[src/design/brle_pkg.sv]
// ----------------------------------------------------------------------------
// Binary run-length encoder package
// Widths, register indexes and the command types shared by the encoder.
// ----------------------------------------------------------------------------
package brle_pkg;

   localparam int ImageDimDef = 4096;
   localparam int COORD_W     = 12;
   localparam int BOX_W       = 13;
   localparam int VALUE_W     = 8;
   localparam int CSR_INDEX_W = 3;
   localparam int QueueDepth  = 4;

   localparam logic [CSR_INDEX_W-1:0] CSR_BOX_LEFT   = 3'd0;
   localparam logic [CSR_INDEX_W-1:0] CSR_BOX_TOP    = 3'd1;
   localparam logic [CSR_INDEX_W-1:0] CSR_BOX_RIGHT  = 3'd2;
   localparam logic [CSR_INDEX_W-1:0] CSR_BOX_BOTTOM = 3'd3;

   localparam logic [BOX_W-1:0] BOX_RIGHT_RST  = 13'd4096;
   localparam logic [BOX_W-1:0] BOX_BOTTOM_RST = 13'd4096;

   typedef struct packed {
      logic [COORD_W-1:0] row;
      logic [COORD_W-1:0] first;
      logic [COORD_W-1:0] last;
      logic               valid;
      logic               done;
   } run_rec_type;

   typedef struct packed {
      run_rec_type head;
      run_rec_type tail;
      logic        pair;
   } run_cmd_type;

   typedef struct packed {
      logic full;
      logic empty;
   } queue_status_type;

endpackage

[src/design/brle_front.sv]
// ----------------------------------------------------------------------------
// Binary run-length encoder front end
// Holds the scan box and the open run, classifies each pixel and queues the
// one or two run results that it causes as a single command.
// ----------------------------------------------------------------------------
module brle_front
   import brle_pkg::*;
#(
   parameter int IMAGE_DIM = ImageDimDef
) (
   input  logic                   clock,
   input  logic                   reset,
   input  logic                   csr_write,
   input  logic [CSR_INDEX_W-1:0] csr_index,
   input  logic [BOX_W-1:0]       csr_data,
   input  logic                   req_valid,
   output logic                   req_ready,
   input  logic [VALUE_W-1:0]     req_pixel_value,
   input  logic [COORD_W-1:0]     req_pixel_row,
   input  logic [COORD_W-1:0]     req_pixel_column,
   input  logic                   req_frame_end,
   input  queue_status_type       q_status,
   output logic                   push,
   output run_cmd_type            push_cmd
);

   logic [BOX_W-1:0]   box_left_ff, box_top_ff, box_right_ff, box_bottom_ff;
   logic               run_open_ff, run_open_in;
   logic [COORD_W-1:0] open_row_ff, open_row_in;
   logic [COORD_W-1:0] open_first_ff, open_first_in;
   logic [COORD_W-1:0] open_last_ff, open_last_in;

   logic               accept;
   logic               in_image;
   logic               in_box;
   logic               foreground;
   logic               extend;
   logic               close;
   logic [BOX_W-1:0]   row_ext, col_ext;
   logic               open_after;
   run_rec_type        close_rec, flush_rec;

   assign req_ready = !q_status.full;
   assign accept    = req_valid && req_ready;

   assign row_ext  = {1'b0, req_pixel_row};
   assign col_ext  = {1'b0, req_pixel_column};
   assign in_image = (32'(req_pixel_row) < IMAGE_DIM) && (32'(req_pixel_column) < IMAGE_DIM);
   assign in_box   = in_image && (col_ext >= box_left_ff) && (col_ext < box_right_ff) &&
                     (row_ext >= box_top_ff) && (row_ext < box_bottom_ff);
   assign foreground = (req_pixel_value != '0);
   assign extend   = run_open_ff && (req_pixel_row == open_row_ff) &&
                     (col_ext == ({1'b0, open_last_ff} + 13'd1));
   assign close    = in_box && run_open_ff && (!foreground || !extend);

   always_comb begin
      open_after    = run_open_ff;
      open_row_in   = open_row_ff;
      open_first_in = open_first_ff;
      open_last_in  = open_last_ff;
      if (in_box && foreground) begin
         if (extend) begin
            open_last_in = req_pixel_column;
         end else begin
            open_after    = 1'b1;
            open_row_in   = req_pixel_row;
            open_first_in = req_pixel_column;
            open_last_in  = req_pixel_column;
         end
      end else if (in_box) begin
         open_after = 1'b0;
      end
      run_open_in = open_after && !req_frame_end;
   end

   always_comb begin
      close_rec.row   = open_row_ff;
      close_rec.first = open_first_ff;
      close_rec.last  = open_last_ff;
      close_rec.valid = 1'b1;
      close_rec.done  = 1'b0;
      if (open_after) begin
         flush_rec.row   = open_row_in;
         flush_rec.first = open_first_in;
         flush_rec.last  = open_last_in;
         flush_rec.valid = 1'b1;
      end else begin
         flush_rec.row   = '0;
         flush_rec.first = '0;
         flush_rec.last  = '0;
         flush_rec.valid = 1'b0;
      end
      flush_rec.done = 1'b1;
      push_cmd.head  = close ? close_rec : flush_rec;
      push_cmd.tail  = flush_rec;
      push_cmd.pair  = close && req_frame_end;
   end

   assign push = accept && (close || req_frame_end);

   always_ff @(posedge clock) begin
      if (reset) begin
         box_left_ff   <= '0;
         box_top_ff    <= '0;
         box_right_ff  <= BOX_RIGHT_RST;
         box_bottom_ff <= BOX_BOTTOM_RST;
      end else if (csr_write) begin
         unique case (csr_index)
            CSR_BOX_LEFT:   box_left_ff   <= csr_data;
            CSR_BOX_TOP:    box_top_ff    <= csr_data;
            CSR_BOX_RIGHT:  box_right_ff  <= csr_data;
            CSR_BOX_BOTTOM: box_bottom_ff <= csr_data;
            default: ;
         endcase
      end
   end

   always_ff @(posedge clock) begin
      if (reset) begin
         run_open_ff   <= 1'b0;
         open_row_ff   <= '0;
         open_first_ff <= '0;
         open_last_ff  <= '0;
      end else if (accept) begin
         run_open_ff   <= run_open_in;
         open_row_ff   <= open_row_in;
         open_first_ff <= open_first_in;
         open_last_ff  <= open_last_in;
      end
   end

endmodule

[src/design/brle_queue.sv]
// ----------------------------------------------------------------------------
// Binary run-length encoder command queue
// Short first-in first-out store of run commands between front and back.
// ----------------------------------------------------------------------------
module brle_queue
   import brle_pkg::*;
#(
   parameter int DEPTH = QueueDepth
) (
   input  logic             clock,
   input  logic             reset,
   input  logic             push,
   input  run_cmd_type      push_cmd,
   input  logic             pop,
   output run_cmd_type      head_cmd,
   output queue_status_type status
);

   localparam int PtrW = (DEPTH > 1) ? $clog2(DEPTH) : 1;
   localparam int CntW = $clog2(DEPTH + 1);
   localparam logic [PtrW-1:0] PtrMax = PtrW'(DEPTH - 1);
   localparam logic [CntW-1:0] CntFull = CntW'(DEPTH);

   run_cmd_type     store_ff [DEPTH];
   logic [PtrW-1:0] wr_ptr_ff, rd_ptr_ff;
   logic [CntW-1:0] count_ff;

   assign status.full  = (count_ff == CntFull);
   assign status.empty = (count_ff == '0);
   assign head_cmd     = store_ff[rd_ptr_ff];

   always_ff @(posedge clock) begin
      if (push) begin
         store_ff[wr_ptr_ff] <= push_cmd;
      end
   end

   always_ff @(posedge clock) begin
      if (reset) begin
         wr_ptr_ff <= '0;
         rd_ptr_ff <= '0;
         count_ff  <= '0;
      end else begin
         if (push) begin
            wr_ptr_ff <= (wr_ptr_ff == PtrMax) ? '0 : wr_ptr_ff + 1'b1;
         end
         if (pop) begin
            rd_ptr_ff <= (rd_ptr_ff == PtrMax) ? '0 : rd_ptr_ff + 1'b1;
         end
         if (push && !pop) begin
            count_ff <= count_ff + 1'b1;
         end else if (pop && !push) begin
            count_ff <= count_ff - 1'b1;
         end
      end
   end

endmodule

[src/design/brle_back.sv]
// ----------------------------------------------------------------------------
// Binary run-length encoder back end
// Drains queued commands into the output register, one result per cycle while the receiver is ready.
// ----------------------------------------------------------------------------
module brle_back
   import brle_pkg::*;
(
   input  logic               clock,
   input  logic               reset,
   input  run_cmd_type        head_cmd,
   input  queue_status_type   q_status,
   output logic               pop,
   output logic               rsp_valid,
   input  logic               rsp_ready,
   output logic [COORD_W-1:0] rsp_run_row,
   output logic [COORD_W-1:0] rsp_run_begin,
   output logic [COORD_W-1:0] rsp_run_end,
   output logic               rsp_run_valid,
   output logic               rsp_frame_done,
   output logic               rsp_item_last
);

   logic        rsp_valid_ff;
   logic        phase_ff;
   run_rec_type rec_ff, rec_in;
   logic        last_ff, last_in;
   logic        load;
   logic        take;

   assign load    = !rsp_valid_ff || rsp_ready;
   assign take    = load && !q_status.empty;
   assign rec_in  = phase_ff ? head_cmd.tail : head_cmd.head;
   assign last_in = !head_cmd.pair || phase_ff;
   assign pop     = take && last_in;

   always_ff @(posedge clock) begin
      if (reset) begin
         rsp_valid_ff <= 1'b0;
         phase_ff     <= 1'b0;
      end else if (load) begin
         rsp_valid_ff <= !q_status.empty;
         if (take) begin
            phase_ff <= !last_in;
         end
      end
   end

   always_ff @(posedge clock) begin
      if (take) begin
         rec_ff  <= rec_in;
         last_ff <= last_in;
      end
   end

   assign rsp_valid      = rsp_valid_ff;
   assign rsp_run_row    = rec_ff.row;
   assign rsp_run_begin  = rec_ff.first;
   assign rsp_run_end    = rec_ff.last;
   assign rsp_run_valid  = rec_ff.valid;
   assign rsp_frame_done = rec_ff.done;
   assign rsp_item_last  = last_ff;

endmodule

[src/design/binary_run_length_encoder_unit.sv]
// ----------------------------------------------------------------------------
// Binary run-length encoder unit
// Turns a raster pixel stream into foreground runs of row, begin and end.
// ----------------------------------------------------------------------------
// Pixels enter on the req_ channel (valid/ready), one per clock while the queue has room.
// Runs leave on the rsp_ channel (valid/ready) from an output register.
// Each result passes through the command queue and then the output register.
// Throughput: one pixel per cycle while the queue has room; one result per cycle while rsp_ready is high.
// A pixel that both closes a run and ends the frame gives two results, one
// after the other; the four-entry command queue between the classifying
// front end and the draining back end absorbs such bursts.
// When the receiver stalls, the output register holds and the queue fills;
// req_ready drops only once the queue is full.
// The csr_ port writes the scan box registers; write only while idle.
// Synchronous reset empties the queue, drops any open run and restores the
// scan box to the whole image. No clearing pass is needed.
// ----------------------------------------------------------------------------
module binary_run_length_encoder_unit
   import brle_pkg::*;
#(
   parameter int IMAGE_DIM = ImageDimDef
) (
   input  logic                   clock,
   input  logic                   reset,
   input  logic                   csr_write,
   input  logic [CSR_INDEX_W-1:0] csr_index,
   input  logic [BOX_W-1:0]       csr_data,
   input  logic                   req_valid,
   output logic                   req_ready,
   input  logic [VALUE_W-1:0]     req_pixel_value,
   input  logic [COORD_W-1:0]     req_pixel_row,
   input  logic [COORD_W-1:0]     req_pixel_column,
   input  logic                   req_frame_end,
   output logic                   rsp_valid,
   input  logic                   rsp_ready,
   output logic [COORD_W-1:0]     rsp_run_row,
   output logic [COORD_W-1:0]     rsp_run_begin,
   output logic [COORD_W-1:0]     rsp_run_end,
   output logic                   rsp_run_valid,
   output logic                   rsp_frame_done,
   output logic                   rsp_item_last
);

   queue_status_type q_status;
   run_cmd_type      push_cmd, head_cmd;
   logic             push, pop;

   brle_front #(
      .IMAGE_DIM (IMAGE_DIM)
   ) u_front (
      .clock            (clock),
      .reset            (reset),
      .csr_write        (csr_write),
      .csr_index        (csr_index),
      .csr_data         (csr_data),
      .req_valid        (req_valid),
      .req_ready        (req_ready),
      .req_pixel_value  (req_pixel_value),
      .req_pixel_row    (req_pixel_row),
      .req_pixel_column (req_pixel_column),
      .req_frame_end    (req_frame_end),
      .q_status         (q_status),
      .push             (push),
      .push_cmd         (push_cmd)
   );

   brle_queue #(
      .DEPTH (QueueDepth)
   ) u_queue (
      .clock    (clock),
      .reset    (reset),
      .push     (push),
      .push_cmd (push_cmd),
      .pop      (pop),
      .head_cmd (head_cmd),
      .status   (q_status)
   );

   brle_back u_back (
      .clock          (clock),
      .reset          (reset),
      .head_cmd       (head_cmd),
      .q_status       (q_status),
      .pop            (pop),
      .rsp_valid      (rsp_valid),
      .rsp_ready      (rsp_ready),
      .rsp_run_row    (rsp_run_row),
      .rsp_run_begin  (rsp_run_begin),
      .rsp_run_end    (rsp_run_end),
      .rsp_run_valid  (rsp_run_valid),
      .rsp_frame_done (rsp_frame_done),
      .rsp_item_last  (rsp_item_last)
   );

endmodule

[config.mk]
export PLATFORM = sky130hd
export DESIGN_NAME = binary_run_length_encoder_unit
export DESIGN_NICKNAME = d
export VERILOG_FILES = /design/src/design/brle_pkg.sv /design/src/design/brle_front.sv /design/src/design/brle_queue.sv /design/src/design/brle_back.sv /design/src/design/binary_run_length_encoder_unit.sv
export SDC_FILE = /design/constraint.sdc
export NUM_CORES = 1
export LEC_CHECK = 0
export ABC_AREA = 0
export BUFFER_PORTS_ARGS = -buffer_cell sky130_fd_sc_hd__buf_2
export CORE_UTILIZATION = 55
export DETAILED_ROUTE_END_ITERATION = 10
export HOLD_SLACK_MARGIN = 0.06
export PLACE_DENSITY = 0.81
export SYNTH_ARGS = -nofsm -noshare
export SYNTH_HDL_FRONTEND = slang
export SYNTH_SLANG_ARGS = --single-unit
[constraint.sdc]
create_clock -name clock -period 13.9 [get_ports clock]
set_clock_uncertainty 0.15 [all_clocks]
set_input_delay 2.78 -clock clock [delete_from_list [all_inputs] [get_ports clock]]
set_output_delay 2.78 -clock clock [all_outputs]
set_load 0.1 [all_outputs]
==> flow_summary.toml, run 1 <==
[die]
die_h_um = 189.0
floorplan.die_area_um2 = 35740
initial_core_util_pct = 55.84
chipWidth_um = 189.0
core-area_um2 = 34460
num_io_pins = 95
floorplan.rows = 68

[critical_path]
ff2ff_path_depth = 10
worst-setup-path-type = "in -> reg"
critPathTopFamily = "simple AND/OR/NAND/NOR gates"
r2r_end = "u_queue.store_ff[0][67]"
path_buf_inv = 2
r2r-start = "u_front.box_right_ff[10]"
critPathCaptureType = "register"
ff2ff_setup_slack_ns = 9.64
critical_path.max_stage_delay_ns = 0.78
worst_path_max_delay_cell = "buf_4"
worst-endpoint-required_ns = 13.89
crit_path_cell_trace = "buf_2, ha_1, a21o_1, a21oi_1, o21ai_0, or4_1, nor4b_4, o21a_1, and2_4, buf_4"
timing.critical_path.arrival_ns = 6.36
worst_setup_path_start_kind = "input pin"
timing.critical_path.fanout_max = 76

[yosys]
synth-seq-cells = 443
syn_area_um2 = 19240
synth_cell_types = 62
postSynthNetCount = 1429
synth.yosys.seq_area_share_pct = 63.94
synthDominantAreaCellType = "edfxtp_1"
avgSynthCellArea_um2 = 14.57
ys.warnings.count = 0
synthCells = 1321
asr_flop_ratio_synth_pct = 0
post_synth_main_area_contributors = "edfxtp_1 (54%), dfxtp_1 (10%), mux4_2 (8.9%)"
number_of_synthesized_flops_with_an_enable_pin = 343
ys.flop_type = "edfxtp_1"
synth_top_cell_area_share_pct = 53.53

[timing]
timing.final.setup_violations = 0
relSlewSlack_pct = 19.52
hold_viol_final = 0
worst_max_slew_pin_slew_ns = 1.207
timing.fmax_mhz = 157.2
rsz_0062_raised_after_global_routing = "no"
finalCriticalPeriod_ns = 6.360
period_share_pct = 45.76
timing_max_transition_violations_final = 0
fin_tns_setup_ns = 0

[global_routing]
gr-total-overflow = 0
via_count_of_the_first_global_routing_pass = 11280
largest_net_degree_at_the_start_of_global_routing = 77
antenna_violations_before_repair = 1
grt_first_pass_wirelength_mm = 63.16
grt_usage_pct = 23.08

[clock_tree]
cts_max_path_buffers = 3
worstSkewPairLatency_ns = 0.54
tritoncts.num_buffers = 42
clock_tree_from_tritoncts = "built"
post_cts_resize_count = 0
cts_root_buffer = "clkbuf_16"
number_of_hold_buffers_added_after_cts = 0
htree_num_levels = 2
tritoncts_num_sinks = 443
clk_pin_slew_ns = 0.06
cts_post_setup_buffers_inserted = 0

[cells_and_area]
area_delta_synth_final_pct = 11.05
antenna-diode-count = 0
num-nets-final = 1500
drive_above_1_share_pct = 22.32

[power_and_ir_drop]
power.leakage_nw = 7.229
cellPowerDensity_nw_per_um2 = 186.5
power.total_mw = 3.985
peakVddDrop_uv = 158.8

[drt]
routed_via_density = 6.057
route.final.wire_length_mm = 40.89
drtPass1Iterations = 5
drt_drc_violations_left = 0
antenna_violating_nets_post_route = 0
via_count = 11390
violation_count_after_the_first_detailed_routing_iteration = 1036
detail_route.wl_per_cell_um = 21.75

[run_status]
result_of_the_run = "finished clean"

[hold_path]
min-delay-path-class = "reg -> reg"
hold_end = "u_front.box_left_ff[6]"
cell_count_of_the_worst_hold_path = 2
hold_path_startpoint = "u_front.box_left_ff[6]"

[run]
drv.max_cap_violation_count = 0

[place]
post-dp-hpwl_mm = 25.03
buffer_ports.inserted = 94
routabilityCongestion = 0.8465
==> layout make-up <==
type	count	area (um2)
Clock buffer	53	1174
Clock inverter	24	183.9
Fill cell	2457	13090
Inverter	60	225.2
Multi-Input combinational cell	735	6314
Sequential cell	443	12310
Tap cell	455	569.3
Timing Repair Buffer	110	590.6
==> synth_stat cells (all sizes together), types with 4 or more instances <==
cell type,n
inv,59
mux2,38
or2,5
a21oi,96
nor2b,5
buf,36
nand4b,6
mux4,76
a21bo,4
xnor2,20
nor3,11
dfxtp,100
nand4,12
nand3,19
a22o,48
and2,11
a21o,5
a31o,21
clkbuf,47
o211ai,5
xor2,6
edfxtp,343
nand2b,6
nor2,56
mux2i,40
o21ai,12
ha,53
nand2,144
==> where the power goes <==
part	switching, mW	total (mW)	leakage (nW)	internal (mW)
Combinational	0.829	1.18	2.55	0.346
Sequential	0.0801	1.69	4.01	1.61
Clock	0.479	1.12	0.674	0.638
Total	1.39	3.99	7.23	2.60
==> worst max path at each step <==
stage,from,end,depth (start not counted)
after floorplan,req_pixel_column[0],u_queue.store_ff[0][0],11
after global placement,req_pixel_column[10],u_queue.store_ff[1][31],10
after detailed placement,req_pixel_column[10],u_queue.store_ff[1][31],10
after CTS,req_pixel_column[10],u_queue.store_ff[1][32],10
after global routing,req_pixel_column[10],u_queue.store_ff[1][33],10
final,req_pixel_column[10],u_queue.store_ff[0][67],10
==> state kept, by name, indices dropped and copies added, names as in the netlist, 2 cells and up, named ones only <==
register	flops
u_queue.wr_ptr_ff	2
u_queue.rd_ptr_ff	2
u_back.rsp_run_row	12
u_queue.count_ff	3
u_front.open_first_ff	12
u_front.box_bottom_ff	13
u_front.open_last_ff	12
u_front.box_left_ff	13
u_front.box_right_ff	13
u_back.rsp_run_begin	12
u_back.rsp_run_end	12
u_front.box_top_ff	13
u_front.open_row_ff	12
u_queue.store_ff	304
==> cells by family (layout without fill, tap and decap cells) <==
kind of cell	Yosys count	in the layout	share of synthesized area, %
buf+inv	143	247	3.362
flops	443	443	63.94
mux	154	154	13.20
xor+xnor	26	26	1.184
fa+ha+maj	54	54	3.551
simple gates	290	290	7.257
compound gates	211	211	7.511
==> per-layer routing <==
| layer | vias up | global-route usage, % | part of all wire (%) |
|---|---|---|---|
| li1 | 5137 | - | - |
| met1 | 5696 | 30.77 | 41 |
| met2 | 466 | 38.96 | 49 |
| met3 | 86 | 3.262 | 6.4 |
| met4 | 2 | 8.033 | 2.9 |
| met5 | - | 0 | 0.032 |
==> worst min-delay path: stages (launching register included) <==
cell and delay [ns]:
dfxtp_1 0.31, nand2_1 0.05, a21oi_1 0.05
==> stage by stage <==
stage / cells / hold slack [ns] / setup WS, ns / util (%) / area (um2)
after floorplan: 1321 / 0.2863 / 6.838 / - / 19240
final: 1880 / 0.3042 / 7.540 / 62.01 / 21370
after CTS: 1880 / 0.3054 / 7.574 / 62.01 / 21370
after global routing: 1880 / 0.3189 / 7.384 / 62.01 / 21370
after global placement: 1803 / 0.2923 / 7.103 / 58.07 / 20010
after detailed placement: 1803 / 0.2970 / 7.024 / 58.07 / 20010
==> cells in the final DEF (no fill, tap or decap), types with 3 or more instances in the layout <==
| cell type | synthesis | final |
|---|---|---|
| a211oi_1 | 3 | 3 |
| a21o_1 | 5 | 5 |
| a21oi_1 | 96 | 95 |
| a22o_1 | 48 | 48 |
| a31o_1 | 20 | 20 |
| and2_1 | 10 | 6 |
| and2_4 | 1 | 5 |
| buf_2 | 16 | 94 |
| buf_4 | 3 | 16 |
| clkbuf_1 | 46 | 4 |
| clkbuf_16 | 0 | 43 |
| clkbuf_8 | 0 | 6 |
| clkinv_1 | 1 | 6 |
| clkinv_2 | 0 | 11 |
| dfxtp_1 | 100 | 97 |
| edfxtp_1 | 343 | 343 |
| ha_1 | 53 | 53 |
| inv_1 | 59 | 59 |
| mux2_2 | 38 | 38 |
| mux2i_1 | 40 | 40 |
| mux4_2 | 76 | 76 |
| nand2_1 | 144 | 144 |
| nand2b_1 | 6 | 6 |
| nand3_1 | 18 | 18 |
| nand4_1 | 10 | 10 |
| nand4b_1 | 6 | 6 |
| nor2_1 | 54 | 54 |
| nor2b_1 | 5 | 5 |
| nor3_1 | 10 | 10 |
| o211ai_1 | 5 | 5 |
| o21ai_0 | 12 | 12 |
| o31ai_1 | 3 | 3 |
| or2_1 | 3 | 3 |
| or4_1 | 3 | 3 |
| xnor2_1 | 20 | 20 |
| xor2_1 | 6 | 6 |
(Power assumes the default switching activity.)
==> inputs of run 2 (changes only) <==
--- a/config.mk
+++ b/config.mk
@@ -10,7 +10,7 @@
 export CORE_UTILIZATION = 55
 export DETAILED_ROUTE_END_ITERATION = 10
 export HOLD_SLACK_MARGIN = 0.06
-export PLACE_DENSITY = 0.81
+export PLACE_DENSITY = 0.84
 export SYNTH_ARGS = -nofsm -noshare
 export SYNTH_HDL_FRONTEND = slang
 export SYNTH_SLANG_ARGS = --single-unit
==> constraint.sdc (replaced) <==
create_clock -name clock -period 5.1 [get_ports clock]
set_clock_uncertainty 0.15 [all_clocks]
set_input_delay 1.02 -clock clock [delete_from_list [all_inputs] [get_ports clock]]
set_output_delay 1.02 -clock clock [all_outputs]
set_load 0.1 [all_outputs]
==> run 2 against run 1 <==
Sequential share of layout area decreased by 0.48 points; critical endpoint is now u_queue.count_ff[2]; final area increased by 0.83%; largest cell class unchanged; count of clock-buffer cells in the layout increased by 6; utilization increased by 0.52 points; highest routed layer is now met4.
==> flow_summary.toml, run 2 (synthesized netlist as in run 1, its figures left out) <==
[run_status]
result_of_the_run = "finished clean"

[drt]
route.final.wire_length_mm = 41.81
via_count = 11600
antenna_violating_nets_post_route = 0
violation_count_after_the_first_detailed_routing_iteration = 1004
drt_drc_violations_left = 0
routed_via_density = 6.124
detail_route.wl_per_cell_um = 22.07
drtPass1Iterations = 5

[clock_tree]
number_of_hold_buffers_added_after_cts = 0
htree_num_levels = 2
cts_max_path_buffers = 3
worstSkewPairLatency_ns = 0.56
cts_post_setup_buffers_inserted = 0
clock_tree_from_tritoncts = "built"
tritoncts_num_sinks = 443
post_cts_resize_count = 0
tritoncts.num_buffers = 44
cts_root_buffer = "clkbuf_16"
clk_pin_slew_ns = 0.06

[timing]
rsz_0062_raised_after_global_routing = "no"
timing.fmax_mhz = 240.2
relSlewSlack_pct = 42.43
worst_max_slew_pin_slew_ns = 0.8636
period_share_pct = 81.62
timing.final.setup_violations = 0
finalCriticalPeriod_ns = 4.163
timing_max_transition_violations_final = 0
hold_viol_final = 0
fin_tns_setup_ns = 0

[critical_path]
timing.critical_path.arrival_ns = 4.49
critPathCaptureType = "register"
worst_setup_path_start_kind = "input pin"
worst-setup-path-type = "in -> reg"
timing.critical_path.fanout_max = 7
worst-endpoint-required_ns = 5.43

[die]
chipWidth_um = 189.0
initial_core_util_pct = 55.84
floorplan.rows = 68
floorplan.die_area_um2 = 35740
die_h_um = 189.0
num_io_pins = 95
core-area_um2 = 34460

[global_routing]
grt_first_pass_wirelength_mm = 64.96
largest_net_degree_at_the_start_of_global_routing = 76
grt_usage_pct = 23.76
gr-total-overflow = 0
antenna_violations_before_repair = 0
via_count_of_the_first_global_routing_pass = 11480

[cells_and_area]
utilization_pct = 62.52
largest_register = "u_queue.store_ff"
filler_cell_count = 2401
layout.cells.most_common_list = "edfxtp_1 (343), nand2_1 (144), dfxtp_1 (97)"
antenna-diode-count = 0
layout_commonest_cell = "edfxtp_1"
flip_flop_count_of_the_largest_register_after_layout = 304
drive_above_1_share_pct = 22.38
num-nets-final = 1511
area_delta_synth_final_pct = 11.97

[place]
routabilityCongestion = 0.8822
post-dp-hpwl_mm = 25.99
buffer_ports.inserted = 94

[power_and_ir_drop]
power.share.combinational_pct = 29.9
power.leakage_nw = 7.296
cellInternalPower_mw = 7.130
cellPowerDensity_nw_per_um2 = 508.9
peakVddDrop_uv = 327.9
total_switching_power_mw = 3.835
share_clk_of_total_power_pct = 28.3
switching_share_pct = 34.97
power.share.sequential_pct = 41.9
power.total_mw = 10.96

[hold_path]
min-delay-path-class = "reg -> reg"

[run]
drv.max_cap_violation_count = 0
-- run 2: routing by layer --
metal	routed length, um	track usage, %
met5	0	0
met4	1225	8.592
met3	3271	4.652
met1	17000	31.61
met2	20310	39.04
-- run 2: final timing paths --
check / from / endpoint / slack [ns] / cells past startpoint
setup / recovery: req_pixel_row[0] / u_queue.count_ff[2] / 0.94 / 16
hold / removal: u_front.box_top_ff[3] / u_front.box_top_ff[3] / 0.30 / 2
setup reg to reg: u_front.box_bottom_ff[7] / u_queue.count_ff[2] / 1.23 / 15
hold reg to reg: u_front.box_top_ff[3] / u_front.box_top_ff[3] / 0.30 / 2
-- run 2: metrics by stage --
step	hold slack, ns	area [um2]	cells	setup WS (ns)
final	0.3029	21540	1894	0.9373
after global routing	0.3210	21540	1894	0.7203
after CTS	0.3048	21540	1894	0.9334
after detailed placement	0.2965	20160	1812	0.3566
after global placement	0.2936	20160	1812	0.4815
after floorplan	0.2863	19250	1321	0.4524
-- run 2: power groups by stage --
| stage | Clock (mW) | Sequential [mW] | Combinational [mW] |
|---|---|---|---|
| finish | 3.10 | 4.59 | 3.28 |
| detailed placement | 0 | 4.67 | 3.27 |
| CTS | 3.13 | 4.60 | 3.30 |
| global placement | 0 | 4.65 | 3.22 |
| global route | 3.28 | 4.63 | 3.44 |
| floorplan | 0 | 5.79 | 1.47 |
-- run 2: critical path, stage by stage --
cell      delay (ns)
buf_2           0.17
inv_1           0.06
ha_1            0.26
nand2b_1        0.09
nand3_1         0.08
a211o_1         0.26
o211ai_1        0.18
nand4_2         0.39
nor4b_4         0.38
o21a_1          0.29
ha_1            0.24
inv_1           0.07
fa_1            0.37
xor2_1          0.18
or3_1           0.31
a21oi_1         0.13
-- run 2: area by class of cell --
class                      count  area [um2]  share of cell area (%)
sequential                   443       12310                   57.14
multi-input combinational    735        6314                   29.30
clock buffer                  59        1199                   5.564
timing repair buffer         119       745.7                   3.461
tap                          455       569.3                   2.642
inverter                      60       225.2                   1.045
clock inverter                23       181.4                  0.8421
